`config.mk`:
```
export PLATFORM = sky130hd
export DESIGN_NAME = wsaf_regs
export DESIGN_NICKNAME = d
export VERILOG_FILES = /design/src/wsaf_pkg.sv /design/src/wsaf_regs.sv
export SDC_FILE = /design/constraint.sdc
export NUM_CORES = 1
export LEC_CHECK = 0
export BUFFER_PORTS_ARGS = -buffer_cell sky130_fd_sc_hd__buf_2
export CAP_MARGIN = 20
export CORE_AREA = 3 3 58 60
export DETAILED_ROUTE_END_ITERATION = 10
export DIE_AREA = 0 0 61 63
export PLACE_DENSITY = 0.86
export SLEW_MARGIN = 10
export SYNTH_ARGS = -nofsm -noshare
export SYNTH_HDL_FRONTEND = slang
export SYNTH_SLANG_ARGS = --single-unit
```
`constraint.sdc`:
```
create_clock -name clk -period 0.9 [get_ports clk]
set_input_delay 0.135 -clock clk [delete_from_list [all_inputs] [get_ports clk]]
set_output_delay 0.135 -clock clk [all_outputs]
set_load 0.01 [all_outputs]
```
`src/wsaf_pkg.sv`:
```
package wsaf_pkg;

    // Default build values
    localparam int WINDOW_MAX_DEF  = 64;
    localparam int SAMPLE_BITS_DEF = 24;

    // Configuration register widths and reset values
    localparam int                 THETA_W     = 12;
    localparam int                 WLEN_W      = 7;
    localparam logic [THETA_W-1:0] THETA_RESET = 12'd768;
    localparam logic [WLEN_W-1:0]  WLEN_RESET  = 7'd16;

    // APB register map: register index sits in one address bit
    localparam int   APB_AW      = 3;
    localparam int   APB_DW      = 32;
    localparam int   APB_IDX_BIT = 2;
    localparam logic REG_THETA   = 1'b0;
    localparam logic REG_WLEN    = 1'b1;

    // Threshold arithmetic
    localparam int T2_W    = 2 * THETA_W;
    localparam int Q_SHIFT = 16;

    // Result index
    localparam int WCNT_W = 16;

    // Request queue between front and back
    localparam int QUEUE_DEPTH = 2;
    localparam int QPTR_W      = $clog2(QUEUE_DEPTH);
    localparam int QCNT_W      = $clog2(QUEUE_DEPTH + 1);

    typedef struct packed {
        logic [THETA_W-1:0] theta;
        logic [WLEN_W-1:0]  wlen;
        logic               clear;
    } cfg_t;

    typedef struct packed {
        logic present;
        logic new_stream;
    } item_flags_t;

    typedef enum logic [3:0] {
        ST_IDLE,
        ST_SQ_OLD,
        ST_THETA,
        ST_SUM_MEAN,
        ST_CNT_MEAN,
        ST_MEAN_SQ,
        ST_CNT_DIFF,
        ST_DIFF_SQ,
        ST_DEV_LO,
        ST_DEV_HI,
        ST_RHS,
        ST_RESULT
    } back_state_t;

endpackage

```
`src/wsaf_regs.sv`:
```
module wsaf_regs (
    input  logic                          clk,
    input  logic                          rst_n,
    input  logic                          psel,
    input  logic                          penable,
    input  logic                          pwrite,
    input  logic [wsaf_pkg::APB_AW-1:0]   paddr,
    input  logic [wsaf_pkg::APB_DW-1:0]   pwdata,
    output logic [wsaf_pkg::APB_DW-1:0]   prdata,
    output logic                          pready,
    output wsaf_pkg::cfg_t                cfg
);
    import wsaf_pkg::*;

    logic               wr_en;
    logic               reg_idx;
    logic [THETA_W-1:0] theta_reg;
    logic [WLEN_W-1:0]  wlen_reg;

    assign pready  = 1'b1;
    assign wr_en   = psel && penable && pwrite;
    assign reg_idx = paddr[APB_IDX_BIT];

    // Write the addressed register
    always_ff @(posedge clk or negedge rst_n)
    begin
        if (!rst_n)
        begin
            theta_reg <= THETA_RESET;
            wlen_reg  <= WLEN_RESET;
        end
        else if (wr_en)
        begin
            case (reg_idx)
                REG_THETA: theta_reg <= pwdata[THETA_W-1:0];
                REG_WLEN:  wlen_reg  <= pwdata[WLEN_W-1:0];
                default:   ;
            endcase
        end
    end

    // Read back the addressed register
    always_comb
    begin
        case (reg_idx)
            REG_THETA: prdata = APB_DW'(theta_reg);
            REG_WLEN:  prdata = APB_DW'(wlen_reg);
            default:   prdata = '0;
        endcase
    end

    // A new window length restarts the window
    assign cfg.theta = theta_reg;
    assign cfg.wlen  = wlen_reg;
    assign cfg.clear = wr_en && (reg_idx == REG_WLEN);
endmodule

```
### Word-level counts from Yosys, hierarchy flattened

Index checks and enable logic that the tools add are counted.

* bits in registers: 19
* input bits: 40
* output and inout bits: 53

* mux-type cells: 1
* bitwise logic cells: 1
* reduce and logical (&&, ||, !) cells: 5

Operators by type and width (number)
* case mux 32 bit (2 select lines): 1
* AND reduction 2 bit: 2
* logical AND 1 bit: 3
* NOT 1 bit: 1

### Longest topological paths before layout

* word-level depth: 3
* mapped depth: 3

### Worst setup path after synthesis

Ideal clock, no wire load.

* path kind: flip-flop to output port
* start point: reg theta_reg[8]
* end point: out prdata[8] (netlist name)
* data arrival time: 0.758 ns
* data required time: 0.765 ns
* slack: 0.007 ns
* cell stages (with the launch flop): 2
* cell sequence: dfstp_2 > nor2b_1

* cells in the longest elaborated chain, start to end: 1

RTL lines
* from (decl): line wsaf_regs.sv:17 `logic [THETA_W-1:0] theta_reg;`
* from (signal assigned): line wsaf_regs.sv:35 `REG_THETA: theta_reg <= pwdata[THETA_W-1:0];`
* case mux 32 bit (2 select lines): line wsaf_regs.sv:45 `case (reg_idx)`
* to (decl): line wsaf_regs.sv:9 `output logic [wsaf_pkg::APB_DW-1:0] prdata,`

No other way between the ends. The select of a mux whose other input is x is not followed.

### Worst setup path in the final report

* start point: reg theta_reg[4]
* end point: out prdata[4] (netlist name)

Same word-level chain as after synthesis.

==> flow_metrics.tcl <==
set metrics [dict create \
    synth_most_common_cell "buf_4" \
    finalSetupViolCount 32 \
    netlist_top_cells_count "buf_4, dfrtp_1, mux2_2, mux2_4, nor2b_1" \
    timing.rr.start "theta_reg[10]" \
    syn_to_final_growth_pct 60.3 \
    synth_top_area_frac 0.377 \
    grt_pass1_wl_mm 3.73 \
    drt_wl_total_mm 2.57 \
    routedWlPerCell_um 14.1 \
    drive_gt1_frac 0.707 \
    ys_warn_count 0 \
    finalHoldViolCount 0 \
    ios 93 \
    synthArstFlopShare 1.00 \
    crit_slowest_cell "dfrtp_1" \
    grtUsageMet1 0.132 \
    die_h_um 63 \
    cp_num_buf_inv 1 \
    finalMaxSlewViolations 0 \
    r2r-end "theta_reg[10]" \
    fillers 242 \
    rrSetupSlack_ns 0 \
    diodes 0 \
    grt_use_met3 0.0248 \
    cts_sinks 19 \
    met2_usage 0.261 \
    largest_register_ffs 12 \
    start_util 0.357 \
    rows 20 \
    cap_viol_max_count 0 \
    finalSetupTns_ns -6.18 \
    ant_nets 0 \
    post-route-period-util 1.38 \
    clock-skew-final_ns 0 \
    antenna_found_initial 0 \
    drcViolationCount 0 \
    place.gp.congestion 0.700 \
    hpwl_mm 1.81 \
    grt_usage 0.132 \
    final_cells 183 \
    die_area_sq_um 3840 \
    worstPathRequired_ns 0.76 \
    hold_path.class "primary input to flip-flop" \
    max_freq_mhz 808 \
    yosysSeqAreaShare 0.451 \
    ir_drop_mv 1.28 \
    cp_cell_sequence "mux2_4, buf_6" \
    yosysTopAreaCell "dfrtp_1" \
    clock_latency_ns 0.28 \
    nets 191 \
    cts-htree-levels 1 \
    cts_buffers 3 \
    r2r_cells 2 \
    hold_depth 2 \
    crit_family "flip-flops" \
    io_buffers 49 \
    status "complete, but fails checks" \
    min_from "pwdata[10]" \
    postSynthRegisterBits 19 \
    die_width_um 61 \
    synth_area_leaders "dfrtp_1, mux2_2, buf_4, mux2_4, dfstp_2" \
    synth-edff-count 0 \
    postSynthAreaPerCell_sq_um 13.6 \
    ys_types 12 \
    worstPathArrival_ns 1.10 \
    vias_per_cell 4.27 \
    cts_root_buffer "clkbuf_4" \
    setup_ws_ns -0.338 \
    critical_path_class "flip-flop to output pin" \
    clkTransAtPathRegs_ns 0.10 \
    coreArea_sq_um 2980 \
    dr.pass1.iters 2 \
    slowest_delay_ns 0.41 \
    netlist_instances 78 \
    p_total_uw 3280 \
    grt_pass1_vias 796 \
    post-place-ws_ns -0.177 \
    place_inst 166 \
    drt-initial-drc-count 4 \
    cts.path.max_buffers 2 \
    violations "negative setup slack" \
    end_kind "output pin" \
    min_period_ns 1.24 \
    grt.overflow.total 0 \
    rsz0062_at_grt "true" \
    cts_tree "yes" \
    busiest_layer "met2" \
    hold-path-endpoint "theta_reg[10]" \
    p_leak_uw 0.000933 \
    synth_area_sq_um 1060 \
    critPathLaunchType "flip-flop" \
    powerDensity_nw_per_um2 1930 \
    critPathMaxFanout 2 \
    grt_max_degree 20 \
    vias 782 \
    yosys_most_used_dff "dfrtp_1" \
]
-- routing by layer --
| layer | share of wire | up-vias |
|---|---|---|
| li1 | - | 366 |
| met3 | 0.029 | 2 |
| met1 | 0.34 | 385 |
| met2 | 0.62 | 29 |
| met5 | 0 | - |
| met4 | 0.0074 | 0 |
-- power breakdown --
group          switching [uW]  internal, uW  total, uW
registers                 146          1060       1210
logic                     582          1080       1660
clock network             243           172        415
total                     971          2310       3280
-- layout by cell type (no fill, tap or decap) --
cell,count
inv_1,1
nor2b_4,1
dfrtp_1,16
buf_4,8
mux2_2,7
dlygate4sd3_1,1
mux2_4,19
buf_6,36
buf_2,26
nor2b_1,4
nand4_4,1
clkbuf_1,1
conb_1,21
clkbuf_4,3
buf_12,1
nand4b_4,1
dfstp_2,3
-- worst max path at each step --
stage | slack, ns | depth (start not counted) | end | start
floorplan | 0.007 | 1 | prdata[8] | theta_reg[8]
global placement | -0.15 | 5 | wlen_reg[5] | paddr[2]
detailed placement | -0.18 | 5 | wlen_reg[0] | paddr[2]
CTS | -0.34 | 2 | prdata[0] | theta_reg[0]
global route | -0.39 | 2 | prdata[8] | theta_reg[8]
finish | -0.34 | 2 | prdata[4] | theta_reg[4]
-- cells by family after synthesis --
| kind of cell | count (synthesis) | share of synthesized area |
|---|---|---|
| and+or+nand+nor | 7 | 0.0636 |
| buffers and inverters | 24 | 0.167 |
| muxes | 26 | 0.311 |
| DFF | 19 | 0.451 |
| other | 2 | 0.00707 |
-- worst register-to-register path, cell delays in order, from the launching register on --
cell and delay, ns:
dfrtp_1 0.42, buf_4 0.14, mux2_4 0.24
-- stage by stage --
step	util	hold slack (ns)	cell area [sq um]
floorplan	-	-0.161	1130
global placement	0.448	0.0960	1330
detailed placement	0.448	0.0940	1330
CTS	0.536	0.0561	1600
global route	0.572	0.0563	1700
finish	0.572	0.0687	1700
-- area by class of cell --
type                       instances  area, sq um  area share
clock buffer                       4         26.3      0.0154
tap                               33         41.3      0.0242
inverter                           1         3.75     0.00220
sequential                        19          479       0.281
timing repair buffer              72          626       0.367
multi-input combinational         54          527       0.309
-- what timing repair did --
action,4_1_cts,5_1_grt
pin swaps,0,0
endpoints found under the hold margin,16,0
endpoints found under the setup margin,32,39
gates resized for setup,26,25
hold buffers,1,0
buffers inserted,12,3
(Power assumes the default switching activity.)
