[src/wsaf_pkg.sv]
package wsaf_pkg;

    // Default build values
    localparam int WINDOW_MAX_DEF  = 64;
    localparam int SAMPLE_BITS_DEF = 24;

    // Configuration register widths and reset values
    localparam int                 THETA_W     = 12;
    localparam int                 WLEN_W      = 7;
    localparam logic [THETA_W-1:0] THETA_RESET = 12'd768;
    localparam logic [WLEN_W-1:0]  WLEN_RESET  = 7'd16;

    // APB register map: register index sits in one address bit
    localparam int   APB_AW      = 3;
    localparam int   APB_DW      = 32;
    localparam int   APB_IDX_BIT = 2;
    localparam logic REG_THETA   = 1'b0;
    localparam logic REG_WLEN    = 1'b1;

    // Threshold arithmetic
    localparam int T2_W    = 2 * THETA_W;
    localparam int Q_SHIFT = 16;

    // Result index
    localparam int WCNT_W = 16;

    // Request queue between front and back
    localparam int QUEUE_DEPTH = 2;
    localparam int QPTR_W      = $clog2(QUEUE_DEPTH);
    localparam int QCNT_W      = $clog2(QUEUE_DEPTH + 1);

    typedef struct packed {
        logic [THETA_W-1:0] theta;
        logic [WLEN_W-1:0]  wlen;
        logic               clear;
    } cfg_t;

    typedef struct packed {
        logic present;
        logic new_stream;
    } item_flags_t;

    typedef enum logic [3:0] {
        ST_IDLE,
        ST_SQ_OLD,
        ST_THETA,
        ST_SUM_MEAN,
        ST_CNT_MEAN,
        ST_MEAN_SQ,
        ST_CNT_DIFF,
        ST_DIFF_SQ,
        ST_DEV_LO,
        ST_DEV_HI,
        ST_RHS,
        ST_RESULT
    } back_state_t;

endpackage

[src/wsaf_sample_if.sv]
interface wsaf_sample_if #(
    parameter int SAMPLE_BITS = wsaf_pkg::SAMPLE_BITS_DEF
);
    logic                          valid;
    logic                          ready;
    logic signed [SAMPLE_BITS-1:0] sample_value;
    logic                          sample_present;
    logic signed [SAMPLE_BITS-1:0] window_mean;
    logic                          new_stream;

    modport source (
        output valid,
        output sample_value,
        output sample_present,
        output window_mean,
        output new_stream,
        input  ready
    );

    modport sink (
        input  valid,
        input  sample_value,
        input  sample_present,
        input  window_mean,
        input  new_stream,
        output ready
    );
endinterface

[src/wsaf_front.sv]
module wsaf_front #(
    parameter int SAMPLE_BITS = wsaf_pkg::SAMPLE_BITS_DEF
) (
    input  logic                          clk,
    input  logic                          rst_n,
    wsaf_sample_if.sink                   samples,
    output logic                          head_valid,
    output logic signed [SAMPLE_BITS-1:0] head_value,
    output logic signed [SAMPLE_BITS-1:0] head_mean,
    output wsaf_pkg::item_flags_t         head_flags,
    input  logic                          pop
);
    import wsaf_pkg::*;

    logic signed [SAMPLE_BITS-1:0] q_value_reg [QUEUE_DEPTH];
    logic signed [SAMPLE_BITS-1:0] q_mean_reg  [QUEUE_DEPTH];
    item_flags_t                   q_flags_reg [QUEUE_DEPTH];
    logic [QPTR_W-1:0]             wr_ptr_reg;
    logic [QPTR_W-1:0]             rd_ptr_reg;
    logic [QCNT_W-1:0]             count_reg;
    logic                          push;
    logic                          do_pop;
    item_flags_t                   in_flags;

    assign samples.ready = (count_reg != QCNT_W'(QUEUE_DEPTH));
    assign push          = samples.valid && samples.ready;
    assign head_valid    = (count_reg != '0);
    assign do_pop        = pop && head_valid;

    // Classify the incoming request
    assign in_flags.present    = samples.sample_present;
    assign in_flags.new_stream = samples.new_stream;

    // Store accepted requests
    always_ff @(posedge clk)
    begin
        if (push)
        begin
            q_value_reg[wr_ptr_reg] <= samples.sample_value;
            q_mean_reg[wr_ptr_reg]  <= samples.window_mean;
            q_flags_reg[wr_ptr_reg] <= in_flags;
        end
    end

    // Advance pointers and occupancy
    always_ff @(posedge clk or negedge rst_n)
    begin
        if (!rst_n)
        begin
            wr_ptr_reg <= '0;
            rd_ptr_reg <= '0;
            count_reg  <= '0;
        end
        else
        begin
            if (push)
            begin
                wr_ptr_reg <= (wr_ptr_reg == QPTR_W'(QUEUE_DEPTH - 1)) ? '0
                                                                      : wr_ptr_reg + 1'b1;
            end
            if (do_pop)
            begin
                rd_ptr_reg <= (rd_ptr_reg == QPTR_W'(QUEUE_DEPTH - 1)) ? '0
                                                                      : rd_ptr_reg + 1'b1;
            end
            if (push && !do_pop)
            begin
                count_reg <= count_reg + 1'b1;
            end
            else if (!push && do_pop)
            begin
                count_reg <= count_reg - 1'b1;
            end
        end
    end

    // Present the oldest request
    assign head_value = q_value_reg[rd_ptr_reg];
    assign head_mean  = q_mean_reg[rd_ptr_reg];
    assign head_flags = q_flags_reg[rd_ptr_reg];
endmodule

[src/flat_wrapper.sv]
// flat-port wrapper written by rule: the top's interface ports become plain ports
module wsaf_front_flat import wsaf_pkg::*;
#(
    parameter int SAMPLE_BITS = wsaf_pkg::SAMPLE_BITS_DEF
)
  (clk, rst_n, head_valid, head_value, head_mean, head_flags, pop, samples_valid, samples_sample_value, samples_sample_present, samples_window_mean, samples_new_stream, samples_ready);
  wsaf_sample_if #(.SAMPLE_BITS(SAMPLE_BITS)) samples_i ();
  input  logic clk;
  input  logic rst_n;
  output logic head_valid;
  output logic signed [SAMPLE_BITS-1:0] head_value;
  output logic signed [SAMPLE_BITS-1:0] head_mean;
  output wsaf_pkg::item_flags_t head_flags;
  input  logic pop;
  input wire logic [$bits(samples_i.valid)-1:0] samples_valid;
  input wire logic [$bits(samples_i.sample_value)-1:0] samples_sample_value;
  input wire logic [$bits(samples_i.sample_present)-1:0] samples_sample_present;
  input wire logic [$bits(samples_i.window_mean)-1:0] samples_window_mean;
  input wire logic [$bits(samples_i.new_stream)-1:0] samples_new_stream;
  output wire logic [$bits(samples_i.ready)-1:0] samples_ready;
  assign samples_i.valid = samples_valid;
  assign samples_i.sample_value = samples_sample_value;
  assign samples_i.sample_present = samples_sample_present;
  assign samples_i.window_mean = samples_window_mean;
  assign samples_i.new_stream = samples_new_stream;
  assign samples_ready = samples_i.ready;
  wsaf_front #(.SAMPLE_BITS(SAMPLE_BITS)) u_core (.clk(clk), .rst_n(rst_n), .samples(samples_i), .head_valid(head_valid), .head_value(head_value), .head_mean(head_mean), .head_flags(head_flags), .pop(pop));
endmodule
[config.mk]
export PLATFORM = sky130hd
export DESIGN_NAME = wsaf_front_flat
export DESIGN_NICKNAME = d
export VERILOG_FILES = /design/src/wsaf_pkg.sv /design/src/wsaf_sample_if.sv /design/src/wsaf_front.sv /design/src/flat_wrapper.sv
export SDC_FILE = /design/constraint.sdc
export NUM_CORES = 1
export LEC_CHECK = 0
export BUFFER_PORTS_ARGS = -buffer_cell sky130_fd_sc_hd__clkbuf_2
export CAP_MARGIN = 0
export CORE_MARGIN = 2
export CORE_UTILIZATION = 59
export CTS_BUF_LIST = sky130_fd_sc_hd__clkbuf_2 sky130_fd_sc_hd__clkbuf_4 sky130_fd_sc_hd__clkbuf_8
export DETAILED_ROUTE_END_ITERATION = 10
export PLACE_DENSITY = 0.89
export RECOVER_POWER = 50
export SLEW_MARGIN = 40
export SYNTH_ARGS = -nofsm -noshare
export SYNTH_HDL_FRONTEND = slang
export SYNTH_SLANG_ARGS = --single-unit
[constraint.sdc]
create_clock -name clk -period 6.95 [get_ports clk]
set_input_delay 0 -clock clk [delete_from_list [all_inputs] [get_ports clk]]
set_output_delay 0 -clock clk [all_outputs]
set_load 0.1 [all_outputs]
# Word-level counts from Yosys, hierarchy flattened
# Memory sizes are Yosys's and may differ from the RTL's.
# Index checks and enable logic that the tools add are counted.
# Widths: inputs -> output; s select.
# totals
ff_bits	4
mem_bits_rw	100
inputBits	54
out_inout_bits	52
wordCells	25
mem_count	3
# op_classes
add_sub_neg	4
n_eq_ne	1
n_mux	6
n_reduce_logical	8
# memory_table
name	words	word_bits	read_ports	rd_ports_with_merged_regs	write_ports	line	rtl
u_core.q_mean_reg	2	24	1	0	1	wsaf_front.sv:16	logic signed [SAMPLE_BITS-1:0] q_mean_reg [QUEUE_DEPTH];
u_core.q_value_reg	2	24	1	0	1	wsaf_front.sv:15	logic signed [SAMPLE_BITS-1:0] q_value_reg [QUEUE_DEPTH];
u_core.q_flags_reg	2	2	1	0	1	wsaf_front.sv:17	item_flags_t q_flags_reg [QUEUE_DEPTH];
# ops
cell	count
$logic_and 1x1->1	4
$mux 1	4
$mux 2	2
$reduce_bool 2->1	2
$add 1x1->1 const B	2
$add 2x1->2 const B	1
$logic_not 1->1	2
$ne 2x2->1 const B	1
$sub 2x1->2 const B	1

# Logic depth before layout (Yosys ltp)
# logic_depth
word_depth	6
mapped_depth	7
ltp_nobuf	7

# Worst setup path before layout
# OpenSTA, ideal clock, no wires.
# synth_timing
kind	flip-flop to flip-flop
start	register u_core.count_reg[0]
end	memory u_core.q_flags_reg[0][0] (netlist name) (enable)
setup_time_ns	0.458
arrival_ns	3.587
required_time_ns	6.492
slack_ns	2.905
stages_incl_launch_ff	4
path_buffers	0
path_cell_list	dfrtp_1 -> nand2b_1 -> nand2_1 -> nor2_1
# synth_between
elab_chain_len	4
# synth_lines
item	line	rtl
start, declared	wsaf_front.sv:20	logic [QCNT_W-1:0] count_reg;
start signal, assigned	wsaf_front.sv:68	count_reg <= count_reg + 1'b1;
start signal, assigned	wsaf_front.sv:72	count_reg <= count_reg - 1'b1;
$ne 2x2->1	wsaf_front.sv:25	assign samples.ready = (count_reg != QCNT_W'(QUEUE_DEPTH));
named net samples_ready	flat_wrapper.sv:20	output wire logic [$bits(samples_i.ready)-1:0] samples_ready;
$logic_and 1x1->1	wsaf_front.sv:26	assign push = samples.valid && samples.ready;
$mux 1	wsaf_front.sv:37	if (push)
$mux 1 (implied by the code)	wsaf_front.sv:41	q_flags_reg[wr_ptr_reg] <= in_flags;
end, declared	wsaf_front.sv:17	
# The timed path passes the listed nets, and every way through them passes these cells.

# Worst setup path after layout
# layout_timing
start	register u_core.rd_ptr_reg
end	output port head_mean[6]
# layout_between
elab_chain_len	1
# layout_lines
item	line	rtl
start, declared	wsaf_front.sv:19	logic [QPTR_W-1:0] rd_ptr_reg;
start signal, assigned	wsaf_front.sv:63	rd_ptr_reg <= (rd_ptr_reg == QPTR_W'(QUEUE_DEPTH - 1)) ? '0
$mem_v2 2x24	--	
end, declared	flat_wrapper.sv:12	output logic signed [SAMPLE_BITS-1:0] head_mean;
# Every way passes these cells.

==> results.md <==
- Crit path DAT: 2.98 ns
- Area of the mapped netlist: 4060 µm²
- CTS Root Cell: clkbuf_8
- Final antenna-violating net count: 0
- Die area: 7550 µm²
- Final Hold Fails: 0
- CTS tree: yes
- Simple-gate share of the synthesized area: 0.00833
- Post-cts gate resize count: 0
- Avg WL per Cell: 17.4 µm
- Synth Area in XOR/XNOR: 0.0108
- Max incr delay on CP: 1.57 ns
- WP data required: 6.95 ns
- Synth top area share: 0.741
- Std cell rows: 30
- Final period utilization: 0.429
- Mux share of post-synthesis cell area: 0.184
- Die Height: 86.9 µm
- First-pass GRT wire length: 11200 µm
- Largest family of logic cells by synthesized area: multiplexers
- Synth top area cells: edfxtp_1 (74%), mux2_4 (18%), buf_12 (2.5%)
- Max-cap violations: 2
- Layout Area Growth over Synthesis: 30.7%
- Share of post-route cells with drive strength above 1: 0.386
- Nets: 395
- Die Width: 86.9 µm
- Remaining global-route overflow: 0
- Mapped Cells: 174
- DP Wirelength: 4230 µm
- Clk_lat worst skew: 0.36 ns
- Register area share after synthesis: 0.765
- Critical path, cell by cell: buf_12 > mux2_2 > clkbuf_2
- DRC: 0
- Deepest clock path buffer count: 2
- Setup Buffers After CTS: 0
- Rel. slew slack: -0.547
- Max Clk Rate: 0.336 GHz
- Status: finished, violations left
- Skew final: 0.00896 ns
- Netlist cell types: 15
- RSZ-0062 raised after global routing: no
- Largest net degree at the start of global routing: 51
- Routed wire length: 7420 µm
- Startpoint types: flop
- Number of CTS-inserted buffers: 9
- Fin crit period: 2.98 ns
- Setup-failing EPs final: 0
- Crit end category: output port
- Vias per cell: 5.07
- Global Route Usage Sum: 0.206
- Failing checks: max-capacitance violations, max-slew violations
- Yosys warns: 0
- DR pass1 iterations: 4
- Routability cong.: 0.724
- Adder-Cell Fraction of Synth Area: 0.00309
- Setup TNS: 0 ns
- Worst hold path class: in2reg
- Cts hold-fix bufs: 54
- Final Slew Violations: 81
- Worst-path cell with the longest stage delay: dfrtp_1
- Port Buffers: 105
- Synth Register Bits: 104
- 1st-iter DRT viols: 150
- Crit path max fanout: 30
- CTS Sinks: 104
- # IOs: 106
- Core box area: 6720 µm²
- Initial Util: 0.604
- Post-synth top area cell: edfxtp_1
- H-Tree Depth: 3
- Antenna violations before repair: 0
- Vias in the first global route: 2265
- Clock-pin slew on the worst setup and hold paths: 0.10 ns
- Worst slew pin tran: 2.32 ns
- Compound-Gate Fraction of Synth Area: 0
- Via count: 2160
- Fillers: 381
- Synth Area per Inst: 23.3 µm²
- Kind of critical path: reg2out
- Post-Syn Nets: 229
## cell usage after synthesis
master and count:
and3_1 1, buf_12 5, buf_6 1, dfrtp_1 4
edfxtp_1 100, ha_1 1, inv_1 1, mux2_2 1
mux2_4 49, nand2_1 2, nand2b_1 1, nor2_1 2
or2_1 1, xnor2_1 3, xor2_1 2
## critical path, delay by kind of cell, from the launching register on
kind     cells  cell delay (ns)
flops        1             1.57
buf+inv      2             0.69
mux          1             0.35
## cell type report
| class | instances | area, µm² | area share |
|---|---|---|---|
| antenna | 1 | 2.50 | 0.000472 |
| clock inverter | 7 | 85.1 | 0.0161 |
| multi-input combinational | 63 | 837 | 0.158 |
| inverter | 1 | 3.75 | 0.000708 |
| timing repair buffer | 161 | 1040 | 0.197 |
| clock buffer | 9 | 124 | 0.0234 |
| sequential | 104 | 3100 | 0.586 |
| tap | 80 | 100 | 0.0189 |
## routing by layer
metal | vias up | global-route usage | share of wire
li1 | 1014 | - | -
met5 | - | 0 | 0
met1 | 1048 | 0.251 | 0.41
met4 | 0 | 0.105 | 0.026
met3 | 17 | 0.0474 | 0.051
met2 | 81 | 0.345 | 0.52
## metrics by stage
| step | util | setup slack [ns] | hold WS [ns] | instance area, µm² | instances |
|---|---|---|---|---|---|
| finish | 0.789 | 3.97 | 0.362 | 5300 | 426 |
| global route | 0.788 | 3.83 | 0.355 | 5300 | 425 |
| CTS | 0.798 | 4.70 | 0.339 | 5360 | 425 |
| detailed placement | 0.687 | 5.07 | -0.187 | 4610 | 355 |
| global placement | 0.683 | 5.02 | -0.191 | 4590 | 354 |
| floorplan | - | 2.91 | -0.296 | 4060 | 174 |
## path summary, 6_finish.rpt
check	start	endpoint	slack (ns)	depth (start not counted)
min in group asynchronous	rst_n	u_core.count_reg[1]	0.55	3
min	samples_sample_value[7]	u_core.q_value_reg[1][7]	0.36	2
max in group asynchronous	rst_n	u_core.count_reg[0]	6.21	3
max reg2reg	u_core.count_reg[0]	u_core.q_value_reg[1][15]	4.13	2
max	u_core.rd_ptr_reg	head_mean[6]	3.97	3
min reg2reg	u_core.wr_ptr_reg	u_core.wr_ptr_reg	0.51	1
## placed cells by master, fill, tap and decap left out
cell           synthesis  final
clkbuf_8               0      9
dlygate4sd3_1          0     54
and3_1                 1      1
edfxtp_1             100    100
mux2_2                 1      1
clkinv_4               0      2
ha_1                   1      1
buf_12                 5      1
mux2_4                49     49
nand2_1                2      2
clkbuf_2               0     65
xor2_1                 2      2
xnor2_1                3      3
clkbuf_1               0     40
buf_4                  0      1
diode_2                0      1
inv_1                  1      1
or2_1                  1      1
bufinv_16              0      1
nor2_1                 2      2
inv_8                  0      1
inv_6                  0      3
dfrtp_1                4      4
nand2b_1               1      1
## logic make-up (layout without fill, tap and decap cells)
kind of cell,Yosys count,in the layout
flops,104,104
buf+inv,7,178
simple gates,7,7
mux,50,50
xor+xnor,5,5
other cells,0,1
fa+ha+maj,1,1
Power is left out: the tool's default activity adds up to more than one toggle a clock period on the data nets, which glitch-free logic cannot reach.
